## src/rtl/core/ces_pkg.sv

```systemverilog
// Package for the coalescing event scheduler.
// Holds queue sizing, operation and action codes, and queue control/status types.
// No dependencies.
package ces_pkg;

    localparam int QUEUE_DEPTH = 16;
    localparam int PTR_W       = (QUEUE_DEPTH > 1) ? $clog2(QUEUE_DEPTH) : 1;
    localparam int CNT_W       = $clog2(QUEUE_DEPTH + 1);

    localparam logic [PTR_W-1:0] PTR_LAST  = PTR_W'(QUEUE_DEPTH - 1);
    localparam logic [CNT_W-1:0] CNT_FULL  = CNT_W'(QUEUE_DEPTH);

    localparam logic [2:0] FUNC_PUSH_TOUCH   = 3'd0;
    localparam logic [2:0] FUNC_PUSH_CONTROL = 3'd1;
    localparam logic [2:0] FUNC_KEYFRAME     = 3'd2;
    localparam logic [2:0] FUNC_TAKE         = 3'd3;
    localparam logic [2:0] FUNC_CLEAR        = 3'd4;

    localparam logic [2:0] ACT_IDLE       = 3'd0;
    localparam logic [2:0] ACT_KEYFRAME   = 3'd1;
    localparam logic [2:0] ACT_CONTROL    = 3'd2;
    localparam logic [2:0] ACT_WAIT_TOUCH = 3'd3;
    localparam logic [2:0] ACT_SEND_TOUCH = 3'd4;

    typedef struct packed {
        logic push;
        logic merge;
        logic pop;
        logic clear;
    } t_q_cmd;

    typedef struct packed {
        logic [CNT_W-1:0] count;
        logic             tail_coal;
        logic [31:0]      head_data;
    } t_tq_stat;

    typedef struct packed {
        logic [CNT_W-1:0] count;
        logic [15:0]      head_code;
    } t_cq_stat;

endpackage

```

## src/rtl/core/coalescing_event_scheduler.sv

```systemverilog
// Coalescing event scheduler top level: input register, decision logic, result register.
// Depends on ces_pkg, ces_touch_q and ces_ctrl_q.
//
// Usage:
//   Input channel i_valid/o_stall carries one operation per transfer (push touch,
//   push control, request keyframe, take, clear). Output channel o_valid/i_stall
//   returns exactly one result per operation, in order.
//   Configuration channel i_cfg_valid/o_cfg_ready writes min_touch_interval, always
//   ready; the user must write it only while the block is idle; no check enforces it.
//   An operation transferred into the input register executes once the result register
//   is free or being taken; its result is registered and offered from then on.
//   Throughput: one operation per cycle while i_stall is low, set by the single pass
//   from the input register through the queue update to the result register.
//   Receiver stall: the result register holds; the input register holds the next
//   operation, and o_stall rises while both are occupied and i_stall is high.
//   Reset: both queues empty, keyframe request dropped, gate disarmed, drop count
//   zero, interval zero; no clearing pass is needed.
module coalescing_event_scheduler
    import ces_pkg::*;
(
    input  logic        i_clk,
    input  logic        i_rst_n,
    input  logic        i_valid,
    output logic        o_stall,
    input  logic [2:0]  i_func,
    input  logic [31:0] i_touch_data,
    input  logic        i_touch_coalescable,
    input  logic [15:0] i_control_code,
    input  logic [31:0] i_now_ticks,
    output logic        o_valid,
    input  logic        i_stall,
    output logic        o_accepted,
    output logic [2:0]  o_action,
    output logic [15:0] o_out_control,
    output logic [31:0] o_out_touch,
    output logic [31:0] o_wait_ticks,
    output logic [31:0] o_drop_count,
    input  logic        i_cfg_valid,
    output logic        o_cfg_ready,
    input  logic [31:0] i_cfg_data
);

    logic        r_in_v;
    logic [2:0]  r_func;
    logic [31:0] r_touch_data;
    logic        r_coal;
    logic [15:0] r_code;
    logic [31:0] r_now;

    logic        r_out_v;
    logic        r_accepted;
    logic [2:0]  r_action;
    logic [15:0] r_out_control;
    logic [31:0] r_out_touch;
    logic [31:0] r_wait;

    logic [31:0] r_min_interval;
    logic        r_keyframe;
    logic        r_armed;
    logic [31:0] r_last_send;
    logic [31:0] r_dropped;

    logic        w_exec;
    logic        w_in_take;
    t_q_cmd      w_tcmd;
    t_q_cmd      w_ccmd;
    t_tq_stat    w_tstat;
    t_cq_stat    w_cstat;
    logic [31:0] w_elapsed;

    logic        n_accepted;
    logic [2:0]  n_action;
    logic [15:0] n_out_control;
    logic [31:0] n_out_touch;
    logic [31:0] n_wait;
    logic        n_keyframe;
    logic        n_armed;
    logic [31:0] n_last_send;
    logic        n_drop;
    logic [31:0] n_dropped;

    assign w_exec    = r_in_v && (!r_out_v || !i_stall);
    assign w_in_take = !r_in_v || w_exec;
    assign o_stall   = !w_in_take;
    assign o_cfg_ready = 1'b1;
    assign w_elapsed = r_now - r_last_send;

    always_comb begin
        w_tcmd        = '0;
        w_ccmd        = '0;
        n_accepted    = 1'b0;
        n_action      = ACT_IDLE;
        n_out_control = '0;
        n_out_touch   = '0;
        n_wait        = '0;
        n_keyframe    = r_keyframe;
        n_armed       = r_armed;
        n_last_send   = r_last_send;
        n_drop        = 1'b0;
        unique case (r_func)
            FUNC_PUSH_TOUCH: begin
                if (r_coal && (w_tstat.count != '0) && w_tstat.tail_coal) begin
                    w_tcmd.merge = 1'b1;
                    n_accepted   = 1'b1;
                end else if (w_tstat.count == CNT_FULL) begin
                    n_drop = 1'b1;
                end else begin
                    w_tcmd.push = 1'b1;
                    n_accepted  = 1'b1;
                end
            end
            FUNC_PUSH_CONTROL: begin
                if (w_cstat.count == CNT_FULL) begin
                    n_drop = 1'b1;
                end else begin
                    w_ccmd.push = 1'b1;
                    n_accepted  = 1'b1;
                end
            end
            FUNC_KEYFRAME: begin
                n_keyframe = 1'b1;
            end
            FUNC_TAKE: begin
                priority if (r_keyframe) begin
                    n_keyframe = 1'b0;
                    n_action   = ACT_KEYFRAME;
                end else if (w_cstat.count != '0) begin
                    w_ccmd.pop    = 1'b1;
                    n_action      = ACT_CONTROL;
                    n_out_control = w_cstat.head_code;
                end else if (w_tstat.count == '0) begin
                    n_action = ACT_IDLE;
                end else if (r_armed && (w_elapsed < r_min_interval)) begin
                    n_action = ACT_WAIT_TOUCH;
                    n_wait   = r_min_interval - w_elapsed;
                end else begin
                    w_tcmd.pop  = 1'b1;
                    n_action    = ACT_SEND_TOUCH;
                    n_out_touch = w_tstat.head_data;
                    n_last_send = r_now;
                    n_armed     = 1'b1;
                end
            end
            FUNC_CLEAR: begin
                w_tcmd.clear = 1'b1;
                w_ccmd.clear = 1'b1;
                n_keyframe   = 1'b0;
                n_armed      = 1'b0;
            end
            default: begin
            end
        endcase
        n_dropped = (n_drop && (r_dropped != '1)) ? r_dropped + 32'd1 : r_dropped;
        if (!w_exec) begin
            w_tcmd = '0;
            w_ccmd = '0;
        end
    end

    ces_touch_q u_touch_q (
        .i_clk   (i_clk),
        .i_rst_n (i_rst_n),
        .i_cmd   (w_tcmd),
        .i_data  (r_touch_data),
        .i_coal  (r_coal),
        .o_stat  (w_tstat)
    );

    ces_ctrl_q u_ctrl_q (
        .i_clk   (i_clk),
        .i_rst_n (i_rst_n),
        .i_cmd   (w_ccmd),
        .i_code  (r_code),
        .o_stat  (w_cstat)
    );

    always_ff @(posedge i_clk) begin
        if (!i_rst_n) begin
            r_in_v <= 1'b0;
        end else if (w_in_take) begin
            r_in_v <= i_valid;
        end
    end

    always_ff @(posedge i_clk) begin
        if (w_in_take && i_valid) begin
            r_func       <= i_func;
            r_touch_data <= i_touch_data;
            r_coal       <= i_touch_coalescable;
            r_code       <= i_control_code;
            r_now        <= i_now_ticks;
        end
    end

    always_ff @(posedge i_clk) begin
        if (!i_rst_n) begin
            r_out_v        <= 1'b0;
            r_min_interval <= '0;
            r_keyframe     <= 1'b0;
            r_armed        <= 1'b0;
            r_last_send    <= '0;
            r_dropped      <= '0;
        end else begin
            if (i_cfg_valid && o_cfg_ready) begin
                r_min_interval <= i_cfg_data;
            end
            if (w_exec) begin
                r_out_v     <= 1'b1;
                r_keyframe  <= n_keyframe;
                r_armed     <= n_armed;
                r_last_send <= n_last_send;
                r_dropped   <= n_dropped;
            end else if (!i_stall) begin
                r_out_v <= 1'b0;
            end
        end
    end

    always_ff @(posedge i_clk) begin
        if (w_exec) begin
            r_accepted    <= n_accepted;
            r_action      <= n_action;
            r_out_control <= n_out_control;
            r_out_touch   <= n_out_touch;
            r_wait        <= n_wait;
        end
    end

    assign o_valid       = r_out_v;
    assign o_accepted    = r_accepted;
    assign o_action      = r_action;
    assign o_out_control = r_out_control;
    assign o_out_touch   = r_out_touch;
    assign o_wait_ticks  = r_wait;
    assign o_drop_count  = r_dropped;

endmodule

```

## src/rtl/core/ces_touch_q.sv

```systemverilog
// Touch report queue: register FIFO with tail overwrite for coalescing.
// Depends on ces_pkg.
module ces_touch_q
    import ces_pkg::*;
(
    input  logic        i_clk,
    input  logic        i_rst_n,
    input  t_q_cmd      i_cmd,
    input  logic [31:0] i_data,
    input  logic        i_coal,
    output t_tq_stat    o_stat
);

    logic [31:0]      r_mem [QUEUE_DEPTH];
    logic [PTR_W-1:0] r_rd;
    logic [PTR_W-1:0] r_wr;
    logic [CNT_W-1:0] r_cnt;
    logic             r_tail_coal;
    logic [PTR_W-1:0] n_rd;
    logic [PTR_W-1:0] n_wr;
    logic [PTR_W-1:0] w_last;

    always_comb begin
        n_rd   = (r_rd == PTR_LAST) ? '0 : r_rd + PTR_W'(1);
        n_wr   = (r_wr == PTR_LAST) ? '0 : r_wr + PTR_W'(1);
        w_last = (r_wr == '0) ? PTR_LAST : r_wr - PTR_W'(1);
    end

    always_ff @(posedge i_clk) begin
        if (!i_rst_n) begin
            r_rd        <= '0;
            r_wr        <= '0;
            r_cnt       <= '0;
            r_tail_coal <= 1'b0;
        end else if (i_cmd.clear) begin
            r_rd  <= '0;
            r_wr  <= '0;
            r_cnt <= '0;
        end else if (i_cmd.push) begin
            r_wr        <= n_wr;
            r_cnt       <= r_cnt + CNT_W'(1);
            r_tail_coal <= i_coal;
        end else if (i_cmd.merge) begin
            r_tail_coal <= i_coal;
        end else if (i_cmd.pop) begin
            r_rd  <= n_rd;
            r_cnt <= r_cnt - CNT_W'(1);
        end
    end

    always_ff @(posedge i_clk) begin
        if (i_cmd.push) begin
            r_mem[r_wr] <= i_data;
        end else if (i_cmd.merge) begin
            r_mem[w_last] <= i_data;
        end
    end

    assign o_stat.count     = r_cnt;
    assign o_stat.tail_coal = r_tail_coal;
    assign o_stat.head_data = r_mem[r_rd];

endmodule

```

## src/rtl/core/ces_ctrl_q.sv

```systemverilog
// Control command queue: plain register FIFO.
// Depends on ces_pkg.
module ces_ctrl_q
    import ces_pkg::*;
(
    input  logic        i_clk,
    input  logic        i_rst_n,
    input  t_q_cmd      i_cmd,
    input  logic [15:0] i_code,
    output t_cq_stat    o_stat
);

    logic [15:0]      r_mem [QUEUE_DEPTH];
    logic [PTR_W-1:0] r_rd;
    logic [PTR_W-1:0] r_wr;
    logic [CNT_W-1:0] r_cnt;
    logic [PTR_W-1:0] n_rd;
    logic [PTR_W-1:0] n_wr;

    always_comb begin
        n_rd = (r_rd == PTR_LAST) ? '0 : r_rd + PTR_W'(1);
        n_wr = (r_wr == PTR_LAST) ? '0 : r_wr + PTR_W'(1);
    end

    always_ff @(posedge i_clk) begin
        if (!i_rst_n) begin
            r_rd  <= '0;
            r_wr  <= '0;
            r_cnt <= '0;
        end else if (i_cmd.clear) begin
            r_rd  <= '0;
            r_wr  <= '0;
            r_cnt <= '0;
        end else if (i_cmd.push) begin
            r_wr  <= n_wr;
            r_cnt <= r_cnt + CNT_W'(1);
        end else if (i_cmd.pop) begin
            r_rd  <= n_rd;
            r_cnt <= r_cnt - CNT_W'(1);
        end
    end

    always_ff @(posedge i_clk) begin
        if (i_cmd.push) begin
            r_mem[r_wr] <= i_code;
        end
    end

    assign o_stat.count     = r_cnt;
    assign o_stat.head_code = r_mem[r_rd];

endmodule
```

## config.mk

```make
export PLATFORM = sky130hd
export DESIGN_NAME = coalescing_event_scheduler
export DESIGN_NICKNAME = d
export VERILOG_FILES = /design/src/rtl/core/ces_pkg.sv /design/src/rtl/core/coalescing_event_scheduler.sv /design/src/rtl/core/ces_touch_q.sv /design/src/rtl/core/ces_ctrl_q.sv
export SDC_FILE = /design/constraint.sdc
export NUM_CORES = 1
export LEC_CHECK = 0
export ABC_AREA = 1
export BUFFER_PORTS_ARGS = -buffer_cell sky130_fd_sc_hd__buf_4
export CELL_PAD_IN_SITES_DETAIL_PLACEMENT = 1
export CELL_PAD_IN_SITES_GLOBAL_PLACEMENT = 1
export CORE_MARGIN = 5
export CORE_UTILIZATION = 30
export DETAILED_ROUTE_END_ITERATION = 7
export PLACE_DENSITY = 0.64
export SETUP_SLACK_MARGIN = 0.15
export SLEW_MARGIN = 20
export SYNTH_ARGS = -nofsm -noshare
export SYNTH_HDL_FRONTEND = slang
export SYNTH_HIERARCHICAL = 1
export SYNTH_SLANG_ARGS = --single-unit
```

## constraint.sdc

```tcl
create_clock -name i_clk -period 4.6 [get_ports i_clk]
set_input_delay 0.46 -clock i_clk [delete_from_list [all_inputs] [get_ports i_clk]]
set_output_delay 0.46 -clock i_clk [all_outputs]
set_load 0.05 [all_outputs]
```

# After elaboration in Yosys (flattened, before gate mapping)
# Memories as Yosys holds them, arrays and structs flattened. A register that Yosys moved wholly into a read port is not among the register bits.
# Cells that the tools add are included.
# op_classes
reduce_logical	39
muxes	57
n_eq_ne	17
magnitude_cmp	1
n_addsub	12
n_bitwise	10
# op_table
operator	n
32-bit subtractor	2
1-bit 2-to-1 mux	35
32-bit by 1-bit adder with 32-bit output (second input constant)	1
32-bit < comparator	1
32-bit 2-to-1 mux	1
4-bit 2-to-1 mux	8
32-bit inequality test (second input constant)	1
32-bit OR reduction	1
5-bit 2-to-1 mux	5
4-bit by 1-bit adder with 4-bit output (second input constant)	4
4-bit == test (second input constant)	4
6-bit AND reduction	2
5-bit by 1-bit adder with 5-bit output (second input constant)	2
5-bit == test (second input constant)	2
1-bit NOT	10
2-bit AND reduction	5
2-bit nonzero test	5
5-bit nonzero test	2
5-bit OR reduction	2
5-bit by 1-bit subtractor with 5-bit output (second input constant)	2
2-bit inequality test (second input constant)	4
1-bit case mux with 2 select lines	4
2-bit OR reduction	4
3-bit by 2-bit == test with 1-bit output (second input constant)	2
15 further kinds	27
# word_totals
mem_bits_rw	768
out_inout_bits	119
regBits	247
word_cells	162
input_bits	121
n_memories	2
# memory_table
memory	depth	width	rd	rd_ports_with_merged_regs	write_ports	line	rtl
u_touch_q.r_mem	16	32	1	1	1	ces_touch_q.sv:14	logic [31:0] r_mem [QUEUE_DEPTH];
u_ctrl_q.r_mem	16	16	1	1	1	ces_ctrl_q.sv:13	logic [15:0] r_mem [QUEUE_DEPTH];

# Depth between registers and ports, before layout
# Gate-level depths: netlist of the first run.
# depth
depth_word	14
ltp_mapped	34
ltp_nobuf	33

# Cells and area by module
# The synthesis of the first run kept the hierarchy.
# by_module_without_submodules
mod	seq_area_each_um2	n_inst	area_per_inst_um2	cells_per_inst
ces_touch_q	15735.1	1	23062.1	2220
coalescing_event_scheduler	7046.8	1	14516.4	1804
ces_ctrl_q	8027.7	1	11867.6	1159

# Least setup slack after synthesis of the first run
# No wires, ideal clock.
# synth_timing
path_kind	reg2reg
start	register r_out_v, in the netlist o_valid
end	memory u_touch_q.r_mem[11][0] (enable)
setup_ns	0.421
period_less_slack_ns	3.945
required_time_ns	4.179
stages_incl_launch_ff	14
arrival_time_ns	3.524
n_path_buf	2
path_slack_ns	0.655
cell_sequence	dfxtp_1 nand2_1 inv_1 nor2_1 buf_2 nand3_1 nor3b_1 buf_6 inv_2 nand2_1 nand2_2 a21oi_4 nand2_2 nor2_1
# synth_rtl
element	line	rtl
from (decl)	coalescing_event_scheduler.sv:50	logic r_out_v;
from (signal assigned)	coalescing_event_scheduler.sv:197	r_out_v <= 1'b0;
from (signal assigned)	coalescing_event_scheduler.sv:208	r_out_v <= 1'b1;
from (signal assigned)	coalescing_event_scheduler.sv:214	r_out_v <= 1'b0;
to (decl)	ces_touch_q.sv:14	

==> results.md, run 1 <==
- Status: completed
- Combinational Power Share: under 10%
- Worst Path Arrival: 4.79 ns
- Syn Inst Count: approximately 5.2k
- Maxcap violations: 0
- Clk Latency, worst-skew pair: 0.75 ns
- Clock Path Buffers: 3
- Layout area overhead: 19.1%
- CTS clk-pin slew, worst paths: 0.06 ns
- Tot GR Track Use: 17.1%
- Initial antenna violation count: 3
- Grt total ovfl: 0
- Pin count of the biggest net entering global routing: 149
- Clock root buffer master: clkbuf_16
- Leak pwr: 24.7 nW
- DIE AREA: 173,000 µm²
- Die Y: 416 µm
- Path type of the worst setup path: reg -> reg
- Psw: 5.02 mW
- R2R setup slack: 0.42 ns
- First-pass GRT wire length: roughly 230,000 µm
- Core box area: 164,000 µm²
- H-Tree Depth: 3
- Final hold viol count: 0
- Hold Crit Class: in -> reg
- Syn_nets: between 5k and 6k
- Inst Count DP: 7,475
- Rel. slew slack: roughly 28%
- Setup TNS: 0 ns
- Placer Congestion: around 0.84
- Max Slew Vio Count: 0
- Initial Util: 30.1%
- Nets: ~5.7k
- DRT Pass-1 Iters: 5
- # clock sinks: 1,071
- DRT iter0 DRCs: 2,014
- Critical path required time: about 5.2 ns
- Boundary pin count: 240
- Non-Filler Instances: slightly below 8k
- Most common cell on crit path: nand2_1
- Syn Area/Cell: 9.54 µm²
- CTS buffer count: around 120
- Wirelength, routed: 153,000 µm
- Seq pwr share: 50.3%
- Worst-margin pin slew: 1.08 ns
- Top delay family on crit path: simple AND/OR/NAND/NOR gates
- DRC Markers: 0
- Detail Route Antenna Nets: 0
- Clock share of power: between 40% and 50%
- CP Buf/Inv Count: 4
- Port buffer count: roughly 240
- Pwr Density: about 370 nW/µm²
- Startpoint types: flop
- Max VDD drop: 0.263 mV
- Post-Syn Area: 49,400 µm²
- DIE WIDTH: ~420 µm
- Cell Rows: 149
- Internal cell power: 16.5 mW
- Number of global-route vias before repair: 38.1k
- Peak Freq: 239 MHz
- Yosys warns: 6
- Final Cycle Share: 91.0%
- Routed length per instance: 19.5 µm
- Skew final: between 0.07 and 0.08 ns
- Detailed-placement wirelength estimate: 92,500 µm
- Share of cells above drive strength 1: 10.7%
- CP max-delay cell: ha_2
- Final setup vio count: 0
- Max incr delay on CP: 0.39 ns
- CTS tree: yes
- Drt via density: 4.65
- CP Max Fanout: 5
- RSZ-0062 raised after global routing: no
- Util after Layout: 35.8%
- Setup crit end kind: flop
- Minimum clock period: between 4 and 5 ns
- Sw frac: between 20% and 30%
- Vias: 36.3k
- Overall Power: between 20 and 25 mW
==> per-stage QoR <==
step	worst slack (ns)	instance area [µm²]	hold slack, ns
5_1_grt	0.0959	58900	0.0688
4_1_cts	0.150	58700	0.000187
3_3_place_gp	0.271	53700	0.464
2_1_floorplan	0.655	49400	0.436
3_5_place_dp	0.0801	53700	0.482
6_report	0.415	58900	0.0695
==> path summary, 6_finish.rpt <==
path / from / end / cells past startpoint
worst max-delay path: r_now[0] / flop / 27
worst min-delay path: i_cfg_data[1] / r_min_interval[1] / 3
worst max register to register: r_now[0] / flop / 27
worst min register to register: r_min_interval[0] / r_min_interval[0] / 2
==> cell type report <==
class	instances	area (µm²)
diodes	1	2.50
flip-flops and latches	1071	30800
clock buffers	157	3220
repair buffers	430	3780
clock inverters	62	611
multi-input cells	2998	14300
fillers	18800	106000
inverters	911	3430
well taps	2189	2740
==> flip-flops by register name (all words and copies together), names as in the netlist, 3 cells and up, named ones only <==
register         flops
u_touch_q/r_cnt      5
o_action             3
u_touch_q/r_rd       4
u_touch_q/r_wr       4
o_drop_count        32
u_ctrl_q/r_mem     256
u_ctrl_q/r_rd        4
r_now               32
r_code              16
r_touch_data        32
o_out_touch         32
u_ctrl_q/r_cnt       5
u_touch_q/r_mem    512
o_wait_ticks        32
r_func               3
u_ctrl_q/r_wr        4
o_out_control       16
r_min_interval      32
r_last_send         32
==> power groups by stage <==
| stage | clock [mW] | combinational, mW | sequential, mW |
|---|---|---|---|
| finish | 9.33 | 1.38 | 10.8 |
| global route | 10.0 | 1.52 | 10.9 |
| CTS | 9.61 | 1.37 | 10.8 |
| detailed placement | 0 | 1.28 | 11.0 |
| global placement | 0 | 1.27 | 11.0 |
| floorplan | 0 | 0.701 | 11.1 |
==> layer usage <==
layer	track usage, %	wire, µm	vias to the layer above
li1	-	-	17400
met1	22.0	66500	18100
met2	30.1	75900	654
met3	2.39	5840	206
met4	5.15	4220	0
met5	0	0	-
==> repair_timing <==
item / 4_1_cts / 5_1_grt
hold buffers: 116 / 0
endpoints found under the hold margin: 116 / 0
resized for setup: 4 / 32
pin swaps: 0 / 5
buffers inserted: 0 / 5
cloned: 0 / 2
setup endpoints to repair: 41 / 84
==> worst register-to-register path, cell delays in order (launching register included) <==
cell and delay [ns]:
edfxtp_1 0.36, inv_1 0.08, ha_1 0.15, inv_1 0.07
fa_2 0.36, nand3_1 0.08, nand2_1 0.10, nand4_1 0.09
nand2_1 0.15, nand2_1 0.10, nand2_1 0.10, a21oi_1 0.21
xor2_1 0.27, ha_2 0.39, nand2_1 0.16, nor2_4 0.07
nand2_1 0.07, nand2_1 0.08, a21oi_2 0.14, nand2_2 0.11
nand2_4 0.12, nand3_4 0.11, inv_4 0.12, nand2_2 0.09
inv_2 0.10, nand3_1 0.12, o21ai_2 0.20, nor2_1 0.08
==> layout by cell type, fill, tap and decap left out, types with 79 or more instances in the layout <==
| cell type | n |
|---|---|
| o21ai_0 | 79 |
| nand3_1 | 645 |
| inv_1 | 887 |
| edfxtp_1 | 936 |
| clkbuf_16 | 125 |
| buf_4 | 294 |
| dfxtp_1 | 129 |
| nand2_1 | 1440 |
| a21oi_1 | 128 |
| nor2_1 | 325 |
| dlygate4sd3_1 | 116 |
Power figures use the tool's default switching activity.
==> run 2: changes to the inputs <==
CORE_UTILIZATION = 48   (was 30)
PLACE_DENSITY = 0.89   (was 0.64)
==> results.md, run 2 (same netlist as run 1, synthesis figures left out) <==
- Status: completed
- First-pass GRT wire length: ~250,000 µm
- Placer Congestion: 0.876
- Clock share of power: 44.0%
- Sw frac: 23.5%
- DRT Pass-1 Iters: 5
- Area after DPL: about 53,000 µm²
- Final Cycle Share: 93.6%
- Clock Path Buffers: 3
- Commonest non-fill, non-tap cells in the layout: nand2_1 (1,438), edfxtp_1 (936), inv_1 (887)
- Setup TNS: 0 ns
- DRT iter0 DRCs: between 3k and 4k
- Vias: 39.7k
- Worst-margin pin slew: ~1.1 ns
- Critical path required time: slightly above 5 ns
- Top reg by flops: u_touch_q/r_mem
- Combinational Power Share: under 10%
- Hold Crit Class: in -> reg
- Post-route cell area: approximately 58,000 µm²
- Detailed-placement wirelength estimate: 95,900 µm
- Leak pwr: about 25 nW
- Minimum clock period: between 4 and 5 ns
- Final setup vio count: 0
- CTS clk-pin slew, worst paths: 0.07 ns
- Final hold viol count: 0
- Die Y: 331 µm
- Largest regs: u_touch_q/r_mem (512), u_ctrl_q/r_mem (256)
- CP Max Fanout: 14
- Number of global-route vias before repair: 43.4k
- Wirelength, routed: 170,000 µm
- Pwr Density: 379 nW/µm²
- Skew final: 0.0692 ns
- Area of the multi-input gates: 14,300 µm²
- Rel. slew slack: a little under a quarter
- Clock root buffer master: clkbuf_16
- Grt total ovfl: 0
- Number of flip-flops in the largest register: 512
- Internal cell power: 16.7 mW
- Boundary pin count: 240
- Hold_ws: 0.0723 ns
- DRC Markers: 0
- Commonest non-fill, non-tap cell in the layout: nand2_1
- Fillers: approximately 11k
- DIE AREA: 110,000 µm²
- Nets: 5,723
- Clk Latency, worst-skew pair: 0.74 ns
- RSZ-0062 raised after global routing: no
- Worst Path Arrival: 4.81 ns
- Maxcap violations: 0
- Path type of the worst setup path: reg -> reg
- CTS tree: yes
- Port buffer count: 238
- Initial antenna violation count: 7
- Max VDD drop: 0.328 mV
- Psw: 5.15 mW
- Drt via density: 5.68
- # clock sinks: 1,071
- Initial Util: roughly half
- Max Slew Vio Count: 0
- Core box area: 102,000 µm²
- CTS buffer count: 110
- Seq pwr share: 49.6%
- Layout area overhead: 16.7%
- FF+latch area: between 30,000 and 40,000 µm²
- H-Tree Depth: 3
- Startpoint types: flop
- Detail Route Antenna Nets: 0
- Setup crit end kind: flop
- Peak Freq: 232 MHz
- Routed length per instance: 24.3 µm
- Share of cells above drive strength 1: 10.8%
- Pin count of the biggest net entering global routing: 123
- DIE WIDTH: 331 µm
- Cell Rows: 117
- Tot GR Track Use: a little over 30%
-- run 2: worst paths after layout --
kind	cells past startpoint	slack (ns)	from	end
max	23	0.29	r_now[0]	o_wait_ticks[18]
min reg2reg	2	0.49	u_touch_q/r_rd[2]	flop
min	3	0.07	i_cfg_data[24]	r_min_interval[24]
max reg2reg	23	0.29	r_now[0]	o_wait_ticks[18]
-- run 2: critical path: stages (launching register included) --
cell      delay [ns]
edfxtp_1        0.37
inv_1           0.09
ha_1            0.18
inv_1           0.08
fa_2            0.37
nand3_1         0.11
nand2_2         0.10
nand2_1         0.12
nand2_2         0.12
nand2_1         0.09
nand2_1         0.10
nand4_1         0.11
nand3_1         0.12
xnor2_2         0.17
ha_1            0.38
nand2_1         0.16
nor2_2          0.17
nand2_1         0.12
nor2_4          0.14
nand2_2         0.07
nand2_2         0.10
buf_4           0.15
nand3_2         0.36
a21oi_1         0.29
-- run 2: power by group through the flow --
stage	Clock, mW	Sequential, mW	Combinational (mW)
after global placement	0	11.0	1.21
after detailed placement	0	11.0	1.24
after floorplan	0	11.1	0.701
final	9.62	10.8	1.41
after CTS	9.67	10.8	1.34
after global routing	10.2	10.9	1.51
-- run 2: routing by layer --
layer	global-route usage (%)	part of all wire, %	wire (µm)
met2	54.8	51	87300
met1	34.8	36	60700
met4	14.6	5.3	8990
met5	0	0.018	31
met3	5.61	7.5	12700
-- run 2: repair_timing --
| action | CTS | global route |
|---|---|---|
| cloned | 0 | 1 |
| setup endpoints to repair | 9 | 109 |
| pin swaps | 0 | 2 |
| hold buffers | 113 | 0 |
| hold endpoints to repair | 113 | 0 |
| setup buffers | 0 | 3 |
| resized for setup | 2 | 30 |
-- run 2: through the flow --
step	power (mW)	instances	setup WS [ns]	utilization [%]
after floorplan	11.8	5182	0.655	-
after global placement	12.2	6659	0.328	51.5
after detailed placement	12.3	6659	0.137	51.5
after CTS	21.8	6980	0.152	56.4
after global routing	22.6	6986	0.111	56.5
final	21.9	6988	0.295	56.5
-- run 2: area by class of cell --
cell class	instances	share of cell area (%)
Sequential cell	1071	53.4
Multi-Input combinational cell	2999	24.8
Timing Repair Buffer	427	6.20
Inverter	911	5.95
Clock buffer	136	5.10
Tap cell	1368	2.97
Clock inverter	72	1.55
Antenna cell	4	0.0174
